===== config.mk =====
export PLATFORM = sky130hd
export DESIGN_NAME = ps_job_fifo
export DESIGN_NICKNAME = d
export VERILOG_FILES = /design/src/rtl/ps_job_fifo.sv
export SDC_FILE = /design/constraint.sdc
export NUM_CORES = 1
export LEC_CHECK = 0
export BUFFER_PORTS_ARGS = -buffer_cell sky130_fd_sc_hd__buf_2
export CORE_AREA = 4 4 48 50
export CTS_CLUSTER_SIZE = 12
export DETAILED_ROUTE_END_ITERATION = 10
export DIE_AREA = 0 0 52 54
export PLACE_DENSITY = 0.7
export SLEW_MARGIN = 30
export SYNTH_ARGS = -nofsm -noshare
export SYNTH_HDL_FRONTEND = slang
export SYNTH_SLANG_ARGS = --single-unit

===== constraint.sdc =====
create_clock -name clk -period 1.4 [get_ports clk]
set_input_delay 0.21 -clock clk [delete_from_list [all_inputs] [get_ports clk]]
set_output_delay 0.21 -clock clk [all_outputs]
set_load 0.02 [all_outputs]

===== src/rtl/ps_job_fifo.sv =====
// ----------------------------------------------------------------------------
// ps_job_fifo
// Two-entry queue of set jobs between loader and sort engine.
// ----------------------------------------------------------------------------
module ps_job_fifo
#(
    parameter int W = 8
)
(
    input  logic         clk,
    input  logic         rst_n,
    input  logic         push,
    input  logic [W-1:0] push_data,
    input  logic         pop,
    output logic [W-1:0] pop_data,
    output logic         full,
    output logic         empty
);

    logic [W-1:0] mem_reg [2];
    logic         wr_ptr_reg;
    logic         rd_ptr_reg;
    logic [1:0]   cnt_reg;

    assign full     = (cnt_reg == 2'd2);
    assign empty    = (cnt_reg == 2'd0);
    assign pop_data = mem_reg[rd_ptr_reg];

    always_ff @(posedge clk)
    begin
        if (push && !full)
            mem_reg[wr_ptr_reg] <= push_data;
    end

    always_ff @(posedge clk or negedge rst_n)
    begin
        if (!rst_n)
        begin
            wr_ptr_reg <= 1'b0;
            rd_ptr_reg <= 1'b0;
            cnt_reg    <= 2'd0;
        end
        else
        begin
            if (push && !full)
                wr_ptr_reg <= !wr_ptr_reg;
            if (pop && !empty)
                rd_ptr_reg <= !rd_ptr_reg;
            if ((push && !full) && !(pop && !empty))
                cnt_reg <= cnt_reg + 2'd1;
            else if (!(push && !full) && (pop && !empty))
                cnt_reg <= cnt_reg - 2'd1;
        end
    end

endmodule


* Word level (Yosys, flattened, before mapping)
Memories as Yosys holds them, arrays and structs flattened. Index checks and enable logic that the tools add are counted. Widths: inputs -> output; s select.
Storage, ports and cells: flip-flop bits (word level) 4, bits in writable memories 16, input port bits 12, output and inout port bits 10, logic and storage cells 23, memories 1
Memories:
- mem_reg | depth 2, bits a word 8, rd ports 1, clocked after memory_dff 0, wr ports 1, RTL line 20 | logic [W-1:0] mem_reg [2];
Cells by class: $add $sub $neg 2, eq/ne operators 1, multiplexer cells 4, reductions and logical operators 12
Operators with widths (count):
- $logic_not 1->1 | 6
- $logic_and 1x1->1 | 4
- $mux 2 | 2
- $add 2x1->2 const B | 1
- $eq 2x2->1 const B | 1
- $logic_not 2->1 | 1
- $mux 1 | 2
- $reduce_bool 2->1 | 1
- $sub 2x1->2 const B | 1

* Logic depth before layout (Yosys ltp)
depth after elaboration 7, depth in mapped cells 7, gate-level depth less buffers 7

* Least setup slack after synthesis
Ideal clock, no wire load.
path kind flip-flop to flip-flop, start point reg cnt_reg[0], end point mem mem_reg[0][0], enable pin, library setup time 0.370 ns, arrival 1.022 ns, required time 1.030 ns, setup slack 0.008 ns, cell stages (with the launch flop) 4, path buffers 0, period minus slack after synthesis 1.392 ns, cell sequence dfrtp_1 nand2b_1 nand2_2 nor2_1
On the way: cells in the longest elaborated chain, start to end 5
Ends and longest elaborated chain:
- start, declared | RTL line 23 | logic [1:0] cnt_reg;
- start signal, assigned | RTL line 50 | cnt_reg <= cnt_reg + 2'd1;
- start signal, assigned | RTL line 52 | cnt_reg <= cnt_reg - 2'd1;
- $eq 2x2->1 | RTL line 25 | assign full = (cnt_reg == 2'd2);
- $logic_not 1->1 | RTL line 31 | if (push && !full)
- $logic_and 1x1->1 | RTL line 31
- $mux 1 | RTL line 31
- $mux 1 (not written as such) | RTL line 32 | mem_reg[wr_ptr_reg] <= push_data;
- end, declared | RTL line 20
Every way passes these cells.

* Worst setup path in the final report
start point reg rd_ptr_reg, end point out pop_data[7]
On the way: cells in the longest elaborated chain, start to end 1
Ends and longest elaborated chain:
- start, declared | RTL line 22 | logic rd_ptr_reg;
- start signal, assigned | RTL line 48 | rd_ptr_reg <= !rd_ptr_reg;
- $mem_v2 2x8
- end, declared | RTL line 15 | output logic [W-1:0] pop_data,
Every way passes these cells.

==> results.md <==
Yosys:
- The Yosys step of the flow raised 0 warnings.
- The netlist area before placement is 782 um2.
- The cell type contributing the most total cell area after synthesis is edfxtp_1.
- The mean area per synthesized cell is 17.8 um2.
- Counting flops and latches in the post-synthesis netlist gives 20.
- In this run the biggest area consumer among cell types represents 61.4% of the synthesized area.
- The total nets after synthesis is 57.
- The sequential element share of the synthesized area is 74.2%.
- By area the synthesized netlist is led by edfxtp_1 61%, dfrtp_1 13%, mux2_1 8.6%, mux2_2 2.9%, xnor2_1 2.2%.
- In this run, distinct cell masters in the synthesized netlist total 15.
- Synthesis produced 44 cells.

Routing:
- For this run, the detailed router's first-pass iteration total came to 4.
- The routed length per placed instance is 12.5 um.
- The remaining antenna violation count after routing is 0.
- In the routed design, unresolved DRC markers number 0.
- The iteration-0 DRC count of the detailed router is 3.
- The final wirelength is around 1300 um.
- In the routed layout, each cell is associated on average with a via count of 4.47.
- The vias after detailed routing is 465.

Clock tree:
- Clock tree synthesis selected as its root buffer the cell clkbuf_4.
- CTS built an H-tree with a depth of 1.
- No sink is reached through more buffers than the 2 on the longest clock path.
- After clock tree synthesis, the clock-pin slew on the worst setup and hold paths is about 100 ps.
- Clock tree synthesis found a total of 20 sinks.
- The number of buffers inserted during clock tree synthesis is 3.
- The insertion delay of the later-clocked pin in the worst-skew pair is 280 ps.
- The clock tree from TritonCTS is built.

Global routing:
- The initial antenna violation count was 0.
- The total track usage is 9.11%.
- The global-route wire length before repair is 1830 um.
- The total global routing overflow is 0.
- The number of global-route vias before repair came to 436.
- The maximum number of pins on one net before global-route repair is 12.

Place:
- After detailed placement, the total cell area comes to 938 um2.
- The final weighted congestion in routability-driven placement is 0.696.
- The placed wire-length estimate after detailed placement is 838 um.
- The post-place setup slack is ~9.3 ps.
- The total of buffers placed on input and output ports is 21.

Finish:
- The net count of the finished layout is 91.
- The antenna diode count is 0.
- The share of post-route cells with drive strength above 1 is between 60% and 70%.
- The number of flip-flops under the largest register name is 16.
- Summing all multi-input logic gate instances after layout gives 224 um2.
- The flip-flop and latch area is 583 um2.
- From synthesis to final layout, the design area changed by 41.4%.
- The post-route standard cell area excluding fillers is about 1100 um2.
- The count of fill cells added during filler insertion is between 150 and 200.
- The fraction of the core area covered by cells at the end of the flow is 58.2%.

Timing:
- Setup repair after global routing could not meet its margin everywhere.
- The minimum period implied by the final worst setup slack is 1490 ps.
- Setup violations remaining at the end of the flow were counted as 8.
- The number of hold violations in the final report came to 0.
- Setup total negative slack on the finished layout was measured at -616 ps.
- Based on the critical path, the design can be clocked at up to 672 MHz.
- The worst path uses 106% of the clock period.
- The final critical-path setup slack is -89.0 ps.
- The worst pin sits at a relative slew slack of 73.9%.
- The max-slew violation total from the final report came to 0.
- Across the routed clock network, the largest skew measured is 4.83 ps.
- For the pin with the worst max-slew slack, the measured transition is about 390 ps.

Hold path:
- The hold path depth is 1.
- The path with the worst hold slack has its endpoint at mem_reg[1][7].
- The worst hold-check path type is in -> reg.
- In this run the most critical hold path is launched from push_data[7].

Critical path:
- The endpoint of the most critical register-to-register path is cnt_reg[1].
- STA classifies the critical path endpoint as an output pin.
- The worst endpoint data arrival time is approximately 1300 ps.
- The largest individual stage delay along the critical path comes from the cell dfrtp_2.
- The worst-case reg-to-reg path depth is 5.
- The startpoint type of the worst setup path is a flop.
- In this run the worst path has a maximum fanout of 4.
- The kind of critical path is reg -> out.
- The cell repeated most along the worst path is buf_6.
- Walking the worst path, the cells encountered are buf_6 > mux2_4 > buf_6.
- Setup slack on the worst reg-to-reg path comes out at 20 ps.
- The required time of the worst setup path is around 1200 ps.
- The source of the worst register-to-register timing path is cnt_reg[1].
- For this run, the slowest stage of the critical path takes 440 ps.

Floorplanning:
- The die covers 2810 um2.
- The boundary pin count is 22.
- The overall die width is 52 um.
- The floorplan has 16 rows.
- The area of the placeable core is 1900 um2.
- The die is 54 um tall.
- The effective utilization at floorplan is 41.1%.

Status:
- The flow ran to the end, but the final reports show violations.
- The checks that failed: setup timing.

Flow run:
- Max-cap violations in this run came to 0.

Pwr:
- The worst-case IR drop observed on VDD is 1070 uV.
- In this run the static leakage power is 0.467 nW.
- The total power per unit cell area is 2160 nW/um2.
[cells in the mapped netlist]
master    number
xnor2_1        2
buf_2          1
and3_1         1
inv_1          2
ha_1           1
xnor2_2        1
dfrtp_1        4
xor2_1         2
mux2_1         6
nor2_1         3
mux2_2         2
edfxtp_1      16
o21ai_1        1
nand2b_1       1
nand2_2        1
[metrics by stage]
stage | hold WS (ps) | total power [mW] | cells
finish | 107 | 2.39 | 104
global route | 75.5 | 2.54 | 104
CTS | 96.3 | 2.07 | 100
detailed placement | 24.7 | 1.74 | 94
global placement | 21.5 | 1.71 | 94
floorplan | -85.6 | 1.48 | 44
[area by class of cell]
class / count / share of cell area (%)
Clock buffer: 4 / 2.38
Inverter: 2 / 0.679
Multi-Input combinational cell: 21 / 20.2
Sequential cell: 20 / 52.7
Tap cell: 27 / 3.05
Timing Repair Buffer: 30 / 20.9
[power breakdown]
part	switching (mW)	leakage, nW	total [mW]	internal (mW)
Clock	0.150	0.0150	0.261	0.111
Combinational	0.528	0.258	1.19	0.658
Sequential	0.105	0.193	0.942	0.838
[cells in the final DEF, fill, tap and decap left out, drive strengths merged]
| cell type | instances |
|---|---|
| clkbuf | 4 |
| xnor2 | 3 |
| nor2 | 3 |
| dfrtp | 4 |
| and3 | 1 |
| edfxtp | 16 |
| nand2 | 1 |
| o21ai | 1 |
| nand2b | 1 |
| ha | 1 |
| dlygate4sd3 | 1 |
| mux2 | 8 |
| inv | 2 |
| xor2 | 2 |
| buf | 29 |
[per-layer routing]
metal  global-route usage (%)  vias to the layer above  share of wire (%)
li1                         -                      223                  -
met1                     11.3                      225                 35
met2                     14.9                       17                 56
met3                     3.32                        0                8.6
met4                     2.62                        0                  0
met5                        0                        -                  0
[critical path, delay by kind of cell, from the launching register on]
kind,cells,cell delay [ps]
flip-flops,1,440
multiplexers,1,300
buffers and inverters,2,270
[worst max path at each step]
stage | startpoint | to | slack, ps
after floorplan | cnt_reg[0] | mem_reg[0][0] | 8
after global placement | cnt_reg[0] | cnt_reg[1] | 60
after detailed placement | cnt_reg[0] | cnt_reg[1] | 9
after CTS | rd_ptr_reg | pop_data[3] | -100
after global routing | rd_ptr_reg | pop_data[7] | -130
final | rd_ptr_reg | pop_data[7] | -90
[cell families after synthesis]
| group | after synthesis | share of synthesized area, % |
|---|---|---|
| DFF | 20 | 74.2 |
| muxes | 8 | 11.5 |
| and+or+nand+nor | 6 | 3.84 |
| xor gates and xnor gates | 5 | 6.56 |
| buffers and inverters | 3 | 1.60 |
| AOI/OAI and AO/OA | 1 | 0.639 |
| adders and majority gates | 1 | 1.60 |
[timing repair]
item | in CTS | in global routing
hold buffers | 1 | 0
resized for setup | 4 | 29
endpoints found under the setup margin | 9 | 10
pin swaps | 1 | 3
hold endpoints to repair | 4 | 0
buffers inserted | 1 | 4
Note: power is estimated with default switching activity, not from simulation.
