`src/rtl/ps_pkg.sv`:
```
// ----------------------------------------------------------------------------
// ps_pkg
// Shared types for the pigeonhole sorter: request and result payloads and
// the status that the sort engine returns to the loader.
// ----------------------------------------------------------------------------
package ps_pkg;

    typedef struct packed {
        logic signed [15:0] value;
        logic               last;
    } in_item_t;

    typedef struct packed {
        logic signed [15:0] sorted_value;
        logic               end_of_set;
        logic               error;
    } out_item_t;

    typedef struct packed {
        logic init_done;
        logic buf_release;
    } back_status_t;

endpackage

```
`src/rtl/ps_front.sv`:
```
// ----------------------------------------------------------------------------
// ps_front
// Loader: takes one request per cycle while ready, writes the item buffer,
// tracks min, max, count and overflow, and queues one job per set.
// ----------------------------------------------------------------------------
module ps_front
    import ps_pkg::*;
#(
    parameter int MAX_ITEMS  = 64,
    parameter int NUM_BINS   = 1024,
    parameter int VALUE_BITS = 16
)
(
    input  logic                                  clk,
    input  logic                                  rst_n,
    input  logic                                  item_valid,
    output logic                                  item_ready,
    input  in_item_t                              item,
    output logic                                  buf_we,
    output logic [$clog2(MAX_ITEMS)-1:0]          buf_waddr,
    output logic [VALUE_BITS-1:0]                 buf_wdata,
    output logic                                  job_push,
    output logic [VALUE_BITS+$clog2(MAX_ITEMS+1):0] job_data,
    input  logic                                  job_full,
    input  back_status_t                          status
);

    localparam int VB = VALUE_BITS;
    localparam int CW = $clog2(MAX_ITEMS + 1);
    localparam int AW = $clog2(MAX_ITEMS);
    localparam int SW = (VB + 2 > 18) ? VB + 2 : 18;

    logic [CW-1:0]        count_reg;
    logic signed [VB-1:0] min_reg;
    logic signed [VB-1:0] max_reg;
    logic                 ovf_reg;
    logic                 lock_reg;

    logic signed [VB-1:0] v_conv;
    logic signed [VB-1:0] min_new;
    logic signed [VB-1:0] max_new;
    logic [CW-1:0]        cnt_new;
    logic                 ovf_new;
    logic                 has_room;
    logic                 accept;
    logic signed [SW-1:0] span;
    logic                 too_wide;
    logic                 job_err;

    generate
        if (VB > 16) begin : g_wide
            assign v_conv = VB'($unsigned(item.value));
        end else begin : g_narrow
            assign v_conv = item.value[VB-1:0];
        end
    endgenerate

    assign item_ready = status.init_done && !lock_reg && !job_full;
    assign accept     = item_valid && item_ready;
    assign has_room   = (count_reg < CW'(MAX_ITEMS));

    always_comb
    begin
        min_new  = (v_conv < min_reg) ? v_conv : min_reg;
        max_new  = (v_conv > max_reg) ? v_conv : max_reg;
        cnt_new  = has_room ? CW'(count_reg + 1'b1) : count_reg;
        ovf_new  = ovf_reg || !has_room;
        span     = SW'(max_new) - SW'(min_new) + SW'(1);
        too_wide = (span > SW'(NUM_BINS));
        job_err  = ovf_new || too_wide;
    end

    assign buf_we    = accept && has_room;
    assign buf_waddr = count_reg[AW-1:0];
    assign buf_wdata = v_conv;
    assign job_push  = accept && item.last;
    assign job_data  = {job_err, cnt_new, min_new};

    always_ff @(posedge clk or negedge rst_n)
    begin
        if (!rst_n)
        begin
            count_reg <= '0;
            min_reg   <= {1'b0, {(VB-1){1'b1}}};
            max_reg   <= {1'b1, {(VB-1){1'b0}}};
            ovf_reg   <= 1'b0;
            lock_reg  <= 1'b0;
        end
        else
        begin
            if (status.buf_release)
                lock_reg <= 1'b0;
            if (accept)
            begin
                if (item.last)
                begin
                    count_reg <= '0;
                    min_reg   <= {1'b0, {(VB-1){1'b1}}};
                    max_reg   <= {1'b1, {(VB-1){1'b0}}};
                    ovf_reg   <= 1'b0;
                    lock_reg  <= !job_err;
                end
                else
                begin
                    count_reg <= cnt_new;
                    min_reg   <= min_new;
                    max_reg   <= max_new;
                    ovf_reg   <= ovf_new;
                end
            end
        end
    end

endmodule

```
`config.mk`:
```
export PLATFORM = sky130hd
export DESIGN_NAME = ps_front
export DESIGN_NICKNAME = d
export VERILOG_FILES = /design/src/rtl/ps_pkg.sv /design/src/rtl/ps_front.sv
export SDC_FILE = /design/constraint.sdc
export NUM_CORES = 1
export LEC_CHECK = 0
export BUFFER_PORTS_ARGS = -buffer_cell sky130_fd_sc_hd__buf_4
export CAP_MARGIN = 20
export CORE_MARGIN = 1.5
export CORE_UTILIZATION = 59
export DETAILED_ROUTE_END_ITERATION = 10
export HOLD_SLACK_MARGIN = 0.05
export PLACE_DENSITY = 0.88
export SYNTH_ARGS = -nofsm -noshare
export SYNTH_HDL_FRONTEND = slang
export SYNTH_SLANG_ARGS = --single-unit
```
`constraint.sdc`:
```
create_clock -name clk -period 8 [get_ports clk]
set_input_delay 0.8 -clock clk [delete_from_list [all_inputs] [get_ports clk]]
set_output_delay 0.8 -clock clk [all_outputs]
set_load 0.01 [all_outputs]
```
**Word-level counts from Yosys, hierarchy flattened**

Cells that the tools add are included.

- $add $sub $neg: 3
- Multiply operators: 0
- Div/mod/pow operators: 0
- Magnitude comparators: 4
- Equal/unequal tests: 0
- Shifts and indexed selects: 0
- Muxes and demuxes: 10
- Bitwise operators: 0
- Reductions and logical operators: 11

Operator list:

| operator | count |
|---|---|
| 2-to-1 mux 16 bit | 4 |
| adder 17 x 2 -> 18 bit, second input constant | 1 |
| greater-than comparator 18 x 12 -> 1 bit, second input constant | 1 |
| subtractor 16 x 16 -> 17 bit | 1 |
| greater-than comparator 16 bit | 1 |
| less-than comparator 16 bit | 1 |
| 2-to-1 mux 7 bit | 2 |
| adder 7 x 1 -> 7 bit, second input constant | 1 |
| less-than comparator 7 bit, second input constant | 1 |
| logical AND 1 bit | 5 |
| zero test 1 bit | 4 |
| 2-to-1 mux 1 bit | 4 |
| logical OR 1 bit | 2 |

- Register bits: 41
- Bits in latches: 0
- Memory bits (writable): 0
- Bits in read-only memories: 0
- Input port bits: 23
- Output and inout port bits: 49
- Logic and storage cells: 33
- Memories: 0

**Logic depth before layout (Yosys ltp)**

Gate-level depths: netlist of the first run.

- Depth in word-level cells: 9
- Gate-level depth with buffers: 23

**Worst setup path before layout of the first run**

Ideal clock, no wire load.

- Path type: input-to-output
- Start: input item[10] in the netlist's numbering
- End: output job_data[23]
- Data arrival time: 5.326 ns
- Required time: 7.200 ns
- Slack: 1.874 ns
- Stages on the path: 21
- Cells stage by stage: ha_1 -> a21o_1 -> a21o_1 -> a211oi_1 -> o21ai_0 -> a22oi_1 -> buf_2 -> buf_1 -> o21ai_0 -> ha_1 -> inv_1 -> ha_1 -> fa_1 -> a21o_1 -> a221oi_2 -> mux2i_1 -> a2111o_1 -> nor4_2 -> o2111ai_1 -> o31a_1 -> buf_4

- Longest elaborated chain between the ends: 6
- Elaborated cells between the ends (all ways): 8
- Those cells by class: 2 x add/sub; 3 x order compare; 2 x mux; 1 x reduce/logical

RTL lines:

| what | RTL line | text |
|---|---|---|
| from (decl) | ps_front.sv:18 | `input in_item_t item,` |
| less-than comparator 16 bit | ps_front.sv:64 | `min_new = (v_conv < min_reg) ? v_conv : min_reg;` |
| 2-to-1 mux 16 bit | ps_front.sv:64 |  |
| via job_data[1] | ps_front.sv:23 | `output logic [VALUE_BITS+$clog2(MAX_ITEMS+1):0] job_data,` |
| subtractor 16 x 16 -> 17 bit | ps_front.sv:68 | `span = SW'(max_new) - SW'(min_new) + SW'(1);` |
| adder 17 x 2 -> 18 bit | ps_front.sv:68 |  |
| greater-than comparator 18 x 12 -> 1 bit | ps_front.sv:69 | `too_wide = (span > SW'(NUM_BINS));` |
| logical OR 1 bit | ps_front.sv:70 | `job_err = ovf_new \|\| too_wide;` |
| to (decl) | ps_front.sv:23 |  |

The timed path passes the listed nets, and every way through them passes these cells.

**Final worst setup path of the first run**

- Start: input item[10] in the netlist's numbering
- End: output job_data[23]

- Longest elaborated chain between the ends: 6
- Elaborated cells between the ends (all ways): 8
- Those cells by class: 2 x add/sub; 3 x order compare; 2 x mux; 1 x reduce/logical

RTL lines:

| what | RTL line |
|---|---|
| greater-than comparator 16 bit / less-than comparator 16 bit (equally long branches) | ps_front.sv:65, ps_front.sv:64 |
| 2-to-1 mux 16 bit (on tied branches) | ps_front.sv:65, ps_front.sv:64 |
| subtractor 16 x 16 -> 17 bit * | ps_front.sv:68 |
| adder 17 x 2 -> 18 bit * | ps_front.sv:68 |
| greater-than comparator 18 x 12 -> 1 bit * | ps_front.sv:69 |
| logical OR 1 bit * | ps_front.sv:70 |

Every way passes the cells marked *; elsewhere a longest branch is shown, timed or not.

==> metrics.txt, run 1 <==
# TYPE chip_impl_metric gauge
chip_impl_info{name="run_status",value="finished, final reports clean"} 1
chip_impl_info{name="rsz0062_at_grt",value="false"} 1
chip_impl_metric{name="grt_start_max_net_pins",unit=""} 42
chip_impl_metric{name="grt_first_pass_wirelength",unit="mm"} 22.0
chip_impl_metric{name="antenna_cells_inserted",unit=""} 0
chip_impl_metric{name="wirelength",unit="mm"} 13.2
chip_impl_metric{name="post-cts-setup-buffer-count",unit=""} 0
chip_impl_info{name="worst_setup_path_end_kind",value="output pin"} 1
chip_impl_info{name="worstSetupStartpointType",value="input port"} 1
chip_impl_info{name="yosys.cell_count.top_type",value="sky130_fd_sc_hd__ha_1"} 1
chip_impl_metric{name="worst_skew_pair.late_latency",unit="ns"} 0.30
chip_impl_metric{name="count_of_pins_on_the_block_boundary",unit=""} 72
chip_impl_metric{name="ys.warnings.count",unit=""} 0
chip_impl_metric{name="via_count_of_the_first_global_routing_pass",unit=""} 4419
chip_impl_metric{name="max_buffers_root_to_sink",unit=""} 2
chip_impl_metric{name="synthArstFlopShare",unit="%"} 100
chip_impl_metric{name="finalSetupTns",unit="ns"} 0
chip_impl_metric{name="number_of_flops_mapped_to_enable_cells_by_yosys",unit=""} 0
chip_impl_metric{name="viasPerCell",unit=""} 6.60
chip_impl_metric{name="layout-drive-gt1-share",unit="%"} 21.3
chip_impl_metric{name="post_synthesis_net_count",unit=""} 649
chip_impl_metric{name="gp_congestion",unit=""} 0.951
chip_impl_info{name="clock-root-buffer",value="sky130_fd_sc_hd__clkbuf_8"} 1
chip_impl_metric{name="whs",unit="ns"} 0.474
chip_impl_metric{name="synth-seq-area-share",unit="%"} 22.4
chip_impl_metric{name="fin_worst_skew",unit="ns"} 0.00624
chip_impl_metric{name="hold_violations",unit=""} 0
chip_impl_metric{name="std_cell_rows",unit=""} 32
chip_impl_info{name="netlist.top_cell.by_area",value="sky130_fd_sc_hd__ha_1"} 1
chip_impl_metric{name="area_growth_syn_to_layout",unit="%"} 12.2
chip_impl_metric{name="postSynthCellCount",unit=""} 561
chip_impl_metric{name="portBuffers",unit=""} 71
chip_impl_metric{name="worst_endpoint_required_time",unit="ns"} 7.20
chip_impl_metric{name="cp_max_fo",unit=""} 25
chip_impl_metric{name="final.fill_count",unit=""} 614
chip_impl_metric{name="drt_first_pass_iters",unit=""} 6
chip_impl_info{name="worstHoldPathType",value="input port to async pin"} 1
chip_impl_metric{name="fp.dieArea",unit="sq um"} 8460
chip_impl_metric{name="synth.top_cell.area_share",unit="%"} 17.1
chip_impl_metric{name="dp_hpwl",unit="mm"} 9.86
chip_impl_metric{name="arrival",unit="ns"} 5.86
chip_impl_metric{name="placeableCoreArea",unit="sq um"} 7690
chip_impl_metric{name="synth.cell_area",unit="sq um"} 4670
chip_impl_metric{name="routed_vias",unit=""} 4615
chip_impl_metric{name="die_h",unit="microns"} 92.0
chip_impl_metric{name="timing_max_transition_violations_final",unit=""} 0
chip_impl_metric{name="grt.overflow.total",unit=""} 0
chip_impl_metric{name="final_period_minus_worst_setup_slack",unit="ns"} 6.66
chip_impl_info{name="yosys_most_used_dff",value="sky130_fd_sc_hd__dfrtp_1"} 1
chip_impl_info{name="timing_worst_setup_path_type",value="input port to output pin"} 1
chip_impl_metric{name="finish.net_count",unit=""} 684
chip_impl_metric{name="final_cycle_share",unit="%"} 83.2
chip_impl_metric{name="post-place-ws",unit="ns"} 1.43
chip_impl_metric{name="layout_setup_ws",unit="ns"} 1.34
chip_impl_info{name="post_synth_most_frequent_cells",value="64 x sky130_fd_sc_hd__ha_1, 44 x sky130_fd_sc_hd__nor2_1, 42 x sky130_fd_sc_hd__inv_1"} 1
chip_impl_metric{name="ant_nets",unit=""} 0
chip_impl_metric{name="cts_sinks",unit=""} 41
chip_impl_metric{name="cts.hold.buffers_added",unit=""} 0
chip_impl_metric{name="max_freq",unit="GHz"} 0.150
chip_impl_info{name="tritoncts",value="done"} 1
chip_impl_metric{name="clock_tree.htree_level_count",unit=""} 2
chip_impl_metric{name="post_synth_num_cell_types",unit=""} 67
chip_impl_metric{name="antenna_found_initial",unit=""} 0
chip_impl_metric{name="setup_violations",unit=""} 0
chip_impl_metric{name="grt.total_usage",unit="%"} 32.2
chip_impl_metric{name="wl_per_cell",unit="microns"} 18.8
chip_impl_metric{name="synth_area_per_cell",unit="sq um"} 8.32
chip_impl_metric{name="die-width",unit="microns"} 92.0
chip_impl_metric{name="initial_utilization",unit="%"} 60.7
chip_impl_metric{name="tritoncts_buffers",unit=""} 5
chip_impl_metric{name="timing_worst_slew_pin_value",unit="ns"} 0.729
chip_impl_metric{name="clkTransAtPathRegs",unit="ns"} 0.09
chip_impl_metric{name="route.detailed.drc",unit=""} 0
chip_impl_metric{name="relative_slew_slack",unit="%"} 50.1
chip_impl_metric{name="cts.repair.resized",unit=""} 0
chip_impl_metric{name="drv.max_cap_violation_count",unit=""} 0
chip_impl_info{name="post_synth_main_area_contributors",value="sky130_fd_sc_hd__ha_1 17%, sky130_fd_sc_hd__dfrtp_1 13%, sky130_fd_sc_hd__dfstp_2 9.0%"} 1
chip_impl_metric{name="1st_iter_drt_viols",unit=""} 506
chip_impl_metric{name="ys_seq_elements",unit=""} 41
-- critical path: stages --
cell                        delay, ns
sky130_fd_sc_hd__buf_4           0.14
sky130_fd_sc_hd__ha_1            0.32
sky130_fd_sc_hd__a21o_1          0.20
sky130_fd_sc_hd__a21o_1          0.18
sky130_fd_sc_hd__a211oi_1        0.25
sky130_fd_sc_hd__o21ai_0         0.14
sky130_fd_sc_hd__a22oi_2         0.54
sky130_fd_sc_hd__buf_4           0.36
sky130_fd_sc_hd__nor2_1          0.08
sky130_fd_sc_hd__a21oi_1         0.24
sky130_fd_sc_hd__ha_1            0.29
sky130_fd_sc_hd__ha_1            0.38
sky130_fd_sc_hd__a21oi_1         0.31
sky130_fd_sc_hd__o21ai_0         0.20
sky130_fd_sc_hd__a311o_1         0.40
sky130_fd_sc_hd__o21a_1          0.18
sky130_fd_sc_hd__a2111oi_2       0.39
sky130_fd_sc_hd__o2111ai_1       0.17
sky130_fd_sc_hd__o31a_1          0.13
sky130_fd_sc_hd__buf_4           0.14
-- layout by cell type, fill, tap and decap left out, drive strengths merged, types with 10 or more instances in the layout --
cell type | synthesis | layout
a21o | 28 | 28
a21oi | 32 | 32
a22oi | 16 | 16
buf | 32 | 78
dfrtp | 25 | 25
dfstp | 16 | 16
ha | 64 | 64
inv | 42 | 42
mux2 | 16 | 16
nand2 | 19 | 19
nand3 | 36 | 36
nand4 | 10 | 10
nor2 | 44 | 44
nor3 | 10 | 10
nor4b | 13 | 13
o21ai | 30 | 30
o22a | 15 | 15
-- path summary, 6_finish.rpt --
check	cells after the start	slack (ns)	start	to
worst max-delay path	20	1.34	item[10]	job_data[23]
worst min-delay path	1	0.47	rst_n	max_reg[1]
worst max register to register	19	2.64	min_reg[9]	lock_reg
worst min register to register	2	0.52	lock_reg	lock_reg
max in group asynchronous	1	7.13	rst_n	max_reg[15]
min in group clk	2	0.52	lock_reg	lock_reg
-- through the flow --
| step | util (%) | instances | area (sq um) |
|---|---|---|---|
| final | 68.1 | 699 | 5240 |
| after detailed placement | 66.5 | 691 | 5110 |
| after floorplan | - | 561 | 4670 |
| after CTS | 68.1 | 699 | 5240 |
| after global placement | 66.4 | 690 | 5100 |
| after global routing | 68.1 | 699 | 5240 |
-- logic make-up (layout without fill, tap and decap cells) --
| logic type | count (synthesis) | in the layout | share of synthesized area, % |
|---|---|---|---|
| AOI/OAI and AO/OA | 166 | 166 | 24.9 |
| and+or+nand+nor | 166 | 166 | 18.8 |
| buffers and inverters | 92 | 128 | 9.51 |
| adders and majority gates | 65 | 65 | 17.6 |
| DFF | 41 | 41 | 22.4 |
| muxes | 21 | 21 | 4.93 |
| xor gates and xnor gates | 10 | 10 | 1.88 |
-- metal layers --
layer | track usage, % | routed length (microns) | vias up
li1 | - | - | 2133
met4 | 11.7 | 437 | 0
met2 | 52.9 | 6100 | 273
met3 | 4.81 | 1190 | 52
met1 | 42.8 | 5430 | 2157
met5 | 0 | 0 | -
-- area by class of cell --
cell class,count,area [sq um],share of cell area (%)
Tap cell,102,128,2.44
Sequential cell,41,1050,20.0
Multi-Input combinational cell,428,3190,60.9
Clock inverter,2,35.0,0.669
Inverter,42,158,3.01
Clock buffer,6,93.8,1.79
Timing Repair Buffer,78,586,11.2
Power of run 1 is left out: the tool's default activity adds up to more than one toggle a clock period on the data nets, which glitch-free logic cannot reach.
==> run 2: changes to the inputs <==
Settings changed: ABC_AREA set to 1.
Clock period 8 ns to 6.9 ns, I/O delays scaled along.
==> run 2 against run 1 <==
- area after synthesis is 0.67% lower
- non-clock buffer count down 5
- die area decreased by 0.64%
- critical path depth grew 7
- sequential share of layout area up 0.23 points
- worst setup slack better by 0.0095 ns
- critical path type is now flip-flop to output pin
- synthesized cell count grew 27%
- sequential cell count stayed put
- cell count is 23% higher
- via count decreased by 0.48%
==> metrics.txt, run 2 <==
# TYPE chip_impl_metric gauge
chip_impl_metric{name="setup_violations",unit=""} 0
chip_impl_info{name="post_synth_most_frequent_cells",value="230 x sky130_fd_sc_hd__nand2_1, 138 x sky130_fd_sc_hd__inv_1, 66 x sky130_fd_sc_hd__nand3_1"} 1
chip_impl_metric{name="power.static_leakage",unit="uW"} 0.00315
chip_impl_metric{name="fp.dieArea",unit="sq um"} 8400
chip_impl_metric{name="routed_vias",unit=""} 4593
chip_impl_info{name="crit_path_top_delay_cell",value="sky130_fd_sc_hd__dfstp_2"} 1
chip_impl_metric{name="arrival",unit="ns"} 4.86
chip_impl_metric{name="timing_max_transition_violations_final",unit=""} 0
chip_impl_metric{name="ys_seq_elements",unit=""} 41
chip_impl_metric{name="synth.top_cell.area_share",unit="%"} 18.6
chip_impl_metric{name="post_synth_num_cell_types",unit=""} 36
chip_impl_metric{name="layout-drive-gt1-share",unit="%"} 17.2
chip_impl_metric{name="worst-r2r-cell-count",unit=""} 27
chip_impl_info{name="worstHoldPathType",value="input port to async pin"} 1
chip_impl_metric{name="max_buffers_root_to_sink",unit=""} 2
chip_impl_metric{name="placeableCoreArea",unit="sq um"} 7690
chip_impl_info{name="post_synth_main_area_contributors",value="sky130_fd_sc_hd__nand2_1 19%, sky130_fd_sc_hd__ha_1 17%, sky130_fd_sc_hd__dfrtp_1 13%"} 1
chip_impl_metric{name="grt.overflow.total",unit=""} 0
chip_impl_metric{name="finish.net_count",unit=""} 844
chip_impl_info{name="worstSetupStartpointType",value="flip-flop"} 1
chip_impl_info{name="netlist.top_cell.by_area",value="sky130_fd_sc_hd__nand2_1"} 1
chip_impl_metric{name="drv.max_cap_violation_count",unit=""} 0
chip_impl_info{name="combinational_family_with_the_most_area_after_synthesis",value="simple AND/OR/NAND/NOR gates"} 1
chip_impl_metric{name="synth-adder-area-share",unit="%"} 17.7
chip_impl_metric{name="area_growth_syn_to_layout",unit="%"} 11.6
chip_impl_metric{name="clkTransAtPathRegs",unit="ns"} 0.09
chip_impl_metric{name="use_met2",unit="%"} 45.8
chip_impl_metric{name="cts.repair.resized",unit=""} 0
chip_impl_metric{name="timing_worst_slew_pin_value",unit="ns"} 0.916
chip_impl_metric{name="synth_area_per_cell",unit="sq um"} 6.52
chip_impl_info{name="worst_setup_path_end_kind",value="output pin"} 1
chip_impl_metric{name="cp_num_cells",unit=""} 27
chip_impl_metric{name="postSynthCellCount",unit=""} 711
chip_impl_metric{name="clockPowerShare",unit="%"} 7.3
chip_impl_metric{name="worst_skew_pair.late_latency",unit="ns"} 0.31
chip_impl_metric{name="std_cell_rows",unit=""} 32
chip_impl_metric{name="tritoncts_buffers",unit=""} 5
chip_impl_metric{name="power.net_switching",unit="uW"} 1530
chip_impl_metric{name="initial_utilization",unit="%"} 60.3
chip_impl_metric{name="cp_max_fo",unit=""} 19
chip_impl_metric{name="via_count_of_the_first_global_routing_pass",unit=""} 4278
chip_impl_metric{name="synthArstFlopShare",unit="%"} 100
chip_impl_metric{name="relative_slew_slack",unit="%"} 38.8
chip_impl_metric{name="cts_sinks",unit=""} 41
chip_impl_metric{name="synth-simple-area-share",unit="%"} 33.9
chip_impl_metric{name="synth.cell_area",unit="sq um"} 4640
chip_impl_metric{name="post_synth_xor_area_fraction",unit="%"} 1.32
chip_impl_metric{name="viasPerCell",unit=""} 5.35
chip_impl_metric{name="antenna_found_initial",unit=""} 0
chip_impl_metric{name="layout.cell_area.non_filler",unit="sq um"} 5180
chip_impl_metric{name="critical_path_buf_inv_count",unit=""} 4
chip_impl_metric{name="ant_nets",unit=""} 0
chip_impl_metric{name="count_of_pins_on_the_block_boundary",unit=""} 72
chip_impl_metric{name="finalSetupTns",unit="ns"} 0
chip_impl_info{name="rsz0062_at_grt",value="false"} 1
chip_impl_info{name="clock-root-buffer",value="sky130_fd_sc_hd__clkbuf_8"} 1
chip_impl_metric{name="die_h",unit="microns"} 91.7
chip_impl_info{name="yosys.cell_count.top_type",value="sky130_fd_sc_hd__nand2_1"} 1
chip_impl_info{name="timing_worst_setup_path_type",value="flip-flop to output pin"} 1
chip_impl_metric{name="ys.warnings.count",unit=""} 0
chip_impl_metric{name="internal-power",unit="uW"} 1290
chip_impl_metric{name="antenna_cells_inserted",unit=""} 0
chip_impl_metric{name="number_of_flops_mapped_to_enable_cells_by_yosys",unit=""} 0
chip_impl_metric{name="total_power_per_unit_cell_area",unit="nW/um^2"} 544
chip_impl_info{name="tritoncts",value="done"} 1
chip_impl_metric{name="max_freq",unit="GHz"} 0.180
chip_impl_metric{name="grt_first_pass_wirelength",unit="mm"} 19.6
chip_impl_info{name="layout.cells.most_common_list",value="230 x sky130_fd_sc_hd__nand2_1, 138 x sky130_fd_sc_hd__inv_1, 73 x sky130_fd_sc_hd__buf_4, 66 x sky130_fd_sc_hd__nand3_1, 64 x sky130_fd_sc_hd__ha_1"} 1
chip_impl_metric{name="grt_use_met3",unit="%"} 4.73
chip_impl_metric{name="clock_tree.htree_level_count",unit=""} 2
chip_impl_metric{name="post-cts-setup-buffer-count",unit=""} 0
chip_impl_metric{name="final_period_minus_worst_setup_slack",unit="ns"} 5.55
chip_impl_metric{name="cts.hold.buffers_added",unit=""} 0
chip_impl_metric{name="share_seq_of_total_power",unit="%"} 14.2
chip_impl_metric{name="synth_compound_area_share",unit="%"} 7.88
chip_impl_metric{name="route.detailed.drc",unit=""} 0
chip_impl_metric{name="worst_endpoint_required_time",unit="ns"} 6.21
chip_impl_metric{name="place_area",unit="sq um"} 5060
chip_impl_metric{name="power.combinational.fraction",unit="%"} 78.5
chip_impl_info{name="cp_top_family",value="simple AND/OR/NAND/NOR gates"} 1
chip_impl_metric{name="multiplexer_share_of_the_synthesized_area",unit="%"} 0
chip_impl_metric{name="dp_hpwl",unit="mm"} 9.15
chip_impl_metric{name="wirelength",unit="mm"} 11.9
chip_impl_info{name="grt_max_usage_layer",value="met2"} 1
chip_impl_metric{name="drt_first_pass_iters",unit=""} 5
chip_impl_metric{name="post_synthesis_net_count",unit=""} 799
chip_impl_info{name="run_status",value="finished, final reports clean"} 1
chip_impl_metric{name="die-width",unit="microns"} 91.7
chip_impl_metric{name="1st_iter_drt_viols",unit=""} 324
chip_impl_info{name="final_common_cell",value="sky130_fd_sc_hd__nand2_1"} 1
chip_impl_metric{name="final_cycle_share",unit="%"} 80.4
chip_impl_metric{name="hold_violations",unit=""} 0
chip_impl_info{name="crit_path_frequent_cell",value="sky130_fd_sc_hd__nand2_1"} 1
chip_impl_metric{name="synth-seq-area-share",unit="%"} 22.6
chip_impl_metric{name="switching_share",unit="%"} 54.3
chip_impl_metric{name="gp_congestion",unit=""} 0.939
chip_impl_metric{name="ir_worst_vdd",unit="uV"} 347
chip_impl_metric{name="grt.total_usage",unit="%"} 29.0
chip_impl_metric{name="portBuffers",unit=""} 71
chip_impl_metric{name="max_stage_delay",unit="ns"} 0.54
chip_impl_metric{name="fin_worst_skew",unit="ns"} 0.0140
chip_impl_metric{name="grt_start_max_net_pins",unit=""} 42
chip_impl_info{name="yosys_most_used_dff",value="sky130_fd_sc_hd__dfrtp_1"} 1
chip_impl_metric{name="wl_per_cell",unit="microns"} 13.9
chip_impl_metric{name="grtUsageMet1",unit="%"} 39.4
-- run 2: cell count changes after synthesis, moves of 13 or more --
cell and delta:
sky130_fd_sc_hd__nand2_1 +211, sky130_fd_sc_hd__o22a_1 -15, sky130_fd_sc_hd__inv_1 +96, sky130_fd_sc_hd__o21ai_2 +14
sky130_fd_sc_hd__clkbuf_1 -15, sky130_fd_sc_hd__mux2_2 -14, sky130_fd_sc_hd__o21ai_0 -21, sky130_fd_sc_hd__nand3_1 +30
sky130_fd_sc_hd__a22oi_1 -16, sky130_fd_sc_hd__a21o_1 -26, sky130_fd_sc_hd__nor4b_1 -13
-- run 2: logic make-up after synthesis --
family / Yosys count
compound gates: 58
simple gates: 367
buf+inv: 173
flops: 41
xor+xnor: 7
fa+ha+maj: 65
-- run 2: final cells by class --
| type | count | area, sq um |
|---|---|---|
| Clock buffer | 7 | 86.3 |
| Inverter | 138 | 518 |
| Sequential cell | 41 | 1050 |
| Tap cell | 102 | 128 |
| Timing Repair Buffer | 73 | 548 |
| Multi-Input combinational cell | 497 | 2820 |
| Fill cell | 666 | 2510 |
| Clock inverter | 1 | 30.0 |
-- run 2: worst reg2reg max path: stages, from the launching register on --
cell                      delay, ns
sky130_fd_sc_hd__dfstp_2       0.54
sky130_fd_sc_hd__inv_1         0.06
sky130_fd_sc_hd__ha_1          0.33
sky130_fd_sc_hd__nand4_1       0.18
sky130_fd_sc_hd__nor2_1        0.20
sky130_fd_sc_hd__nand2_1       0.09
sky130_fd_sc_hd__nand3_1       0.13
sky130_fd_sc_hd__nand3_1       0.40
sky130_fd_sc_hd__buf_4         0.38
sky130_fd_sc_hd__nand2_1       0.08
sky130_fd_sc_hd__nand2_1       0.07
sky130_fd_sc_hd__ha_1          0.28
sky130_fd_sc_hd__inv_1         0.04
sky130_fd_sc_hd__ha_1          0.22
sky130_fd_sc_hd__fa_1          0.43
sky130_fd_sc_hd__nand3_1       0.16
sky130_fd_sc_hd__nand3_1       0.09
sky130_fd_sc_hd__nand2_1       0.09
sky130_fd_sc_hd__nand2_1       0.08
sky130_fd_sc_hd__nand2_1       0.09
sky130_fd_sc_hd__nand2_1       0.05
sky130_fd_sc_hd__nand2_1       0.06
sky130_fd_sc_hd__nand2_1       0.05
sky130_fd_sc_hd__nor2_1        0.10
sky130_fd_sc_hd__nand3_1       0.09
sky130_fd_sc_hd__nand2_1       0.08
sky130_fd_sc_hd__nand3_1       0.06
sky130_fd_sc_hd__nand2_1       0.06
-- run 2: power by group through the flow --
stage | combinational [uW] | sequential, uW | clock, uW
detailed placement | 2160 | 401 | 0
floorplan | 1650 | 385 | 0
CTS | 2180 | 398 | 206
global route | 2510 | 409 | 218
global placement | 2100 | 396 | 0
finish | 2210 | 400 | 206
-- run 2: final timing paths --
check | end | start | slack [ns]
worst min-delay path | count_reg[5] | rst_n | 0.36
worst min register to register | lock_reg | lock_reg | 0.51
min in group clk | lock_reg | lock_reg | 0.51
worst max-delay path | job_data[23] | max_reg[15] | 1.35
max in group asynchronous | min_reg[4] | rst_n | 6.14
worst max register to register | lock_reg | max_reg[15] | 2.36
-- run 2: per-stage QoR --
step                      hold WS, ns  worst slack [ns]  instances  util (%)  power (uW)
after floorplan                 0.394              2.39        711         -        2030
after global placement          0.477              1.63        851      65.8        2500
after detailed placement        0.496              1.51        851      65.8        2560
after CTS                       0.387              1.40        859      67.4        2790
after global routing            0.408             0.981        859      67.4        3130
final                           0.359              1.35        859      67.4        2820
-- run 2: metal layers --
metal	vias up	wire length, microns
met1	2077	5130
met3	37	958
met2	204	5550
met4	0	311
li1	2275	-
met5	-	0
Note: power is estimated with default switching activity, not from simulation.
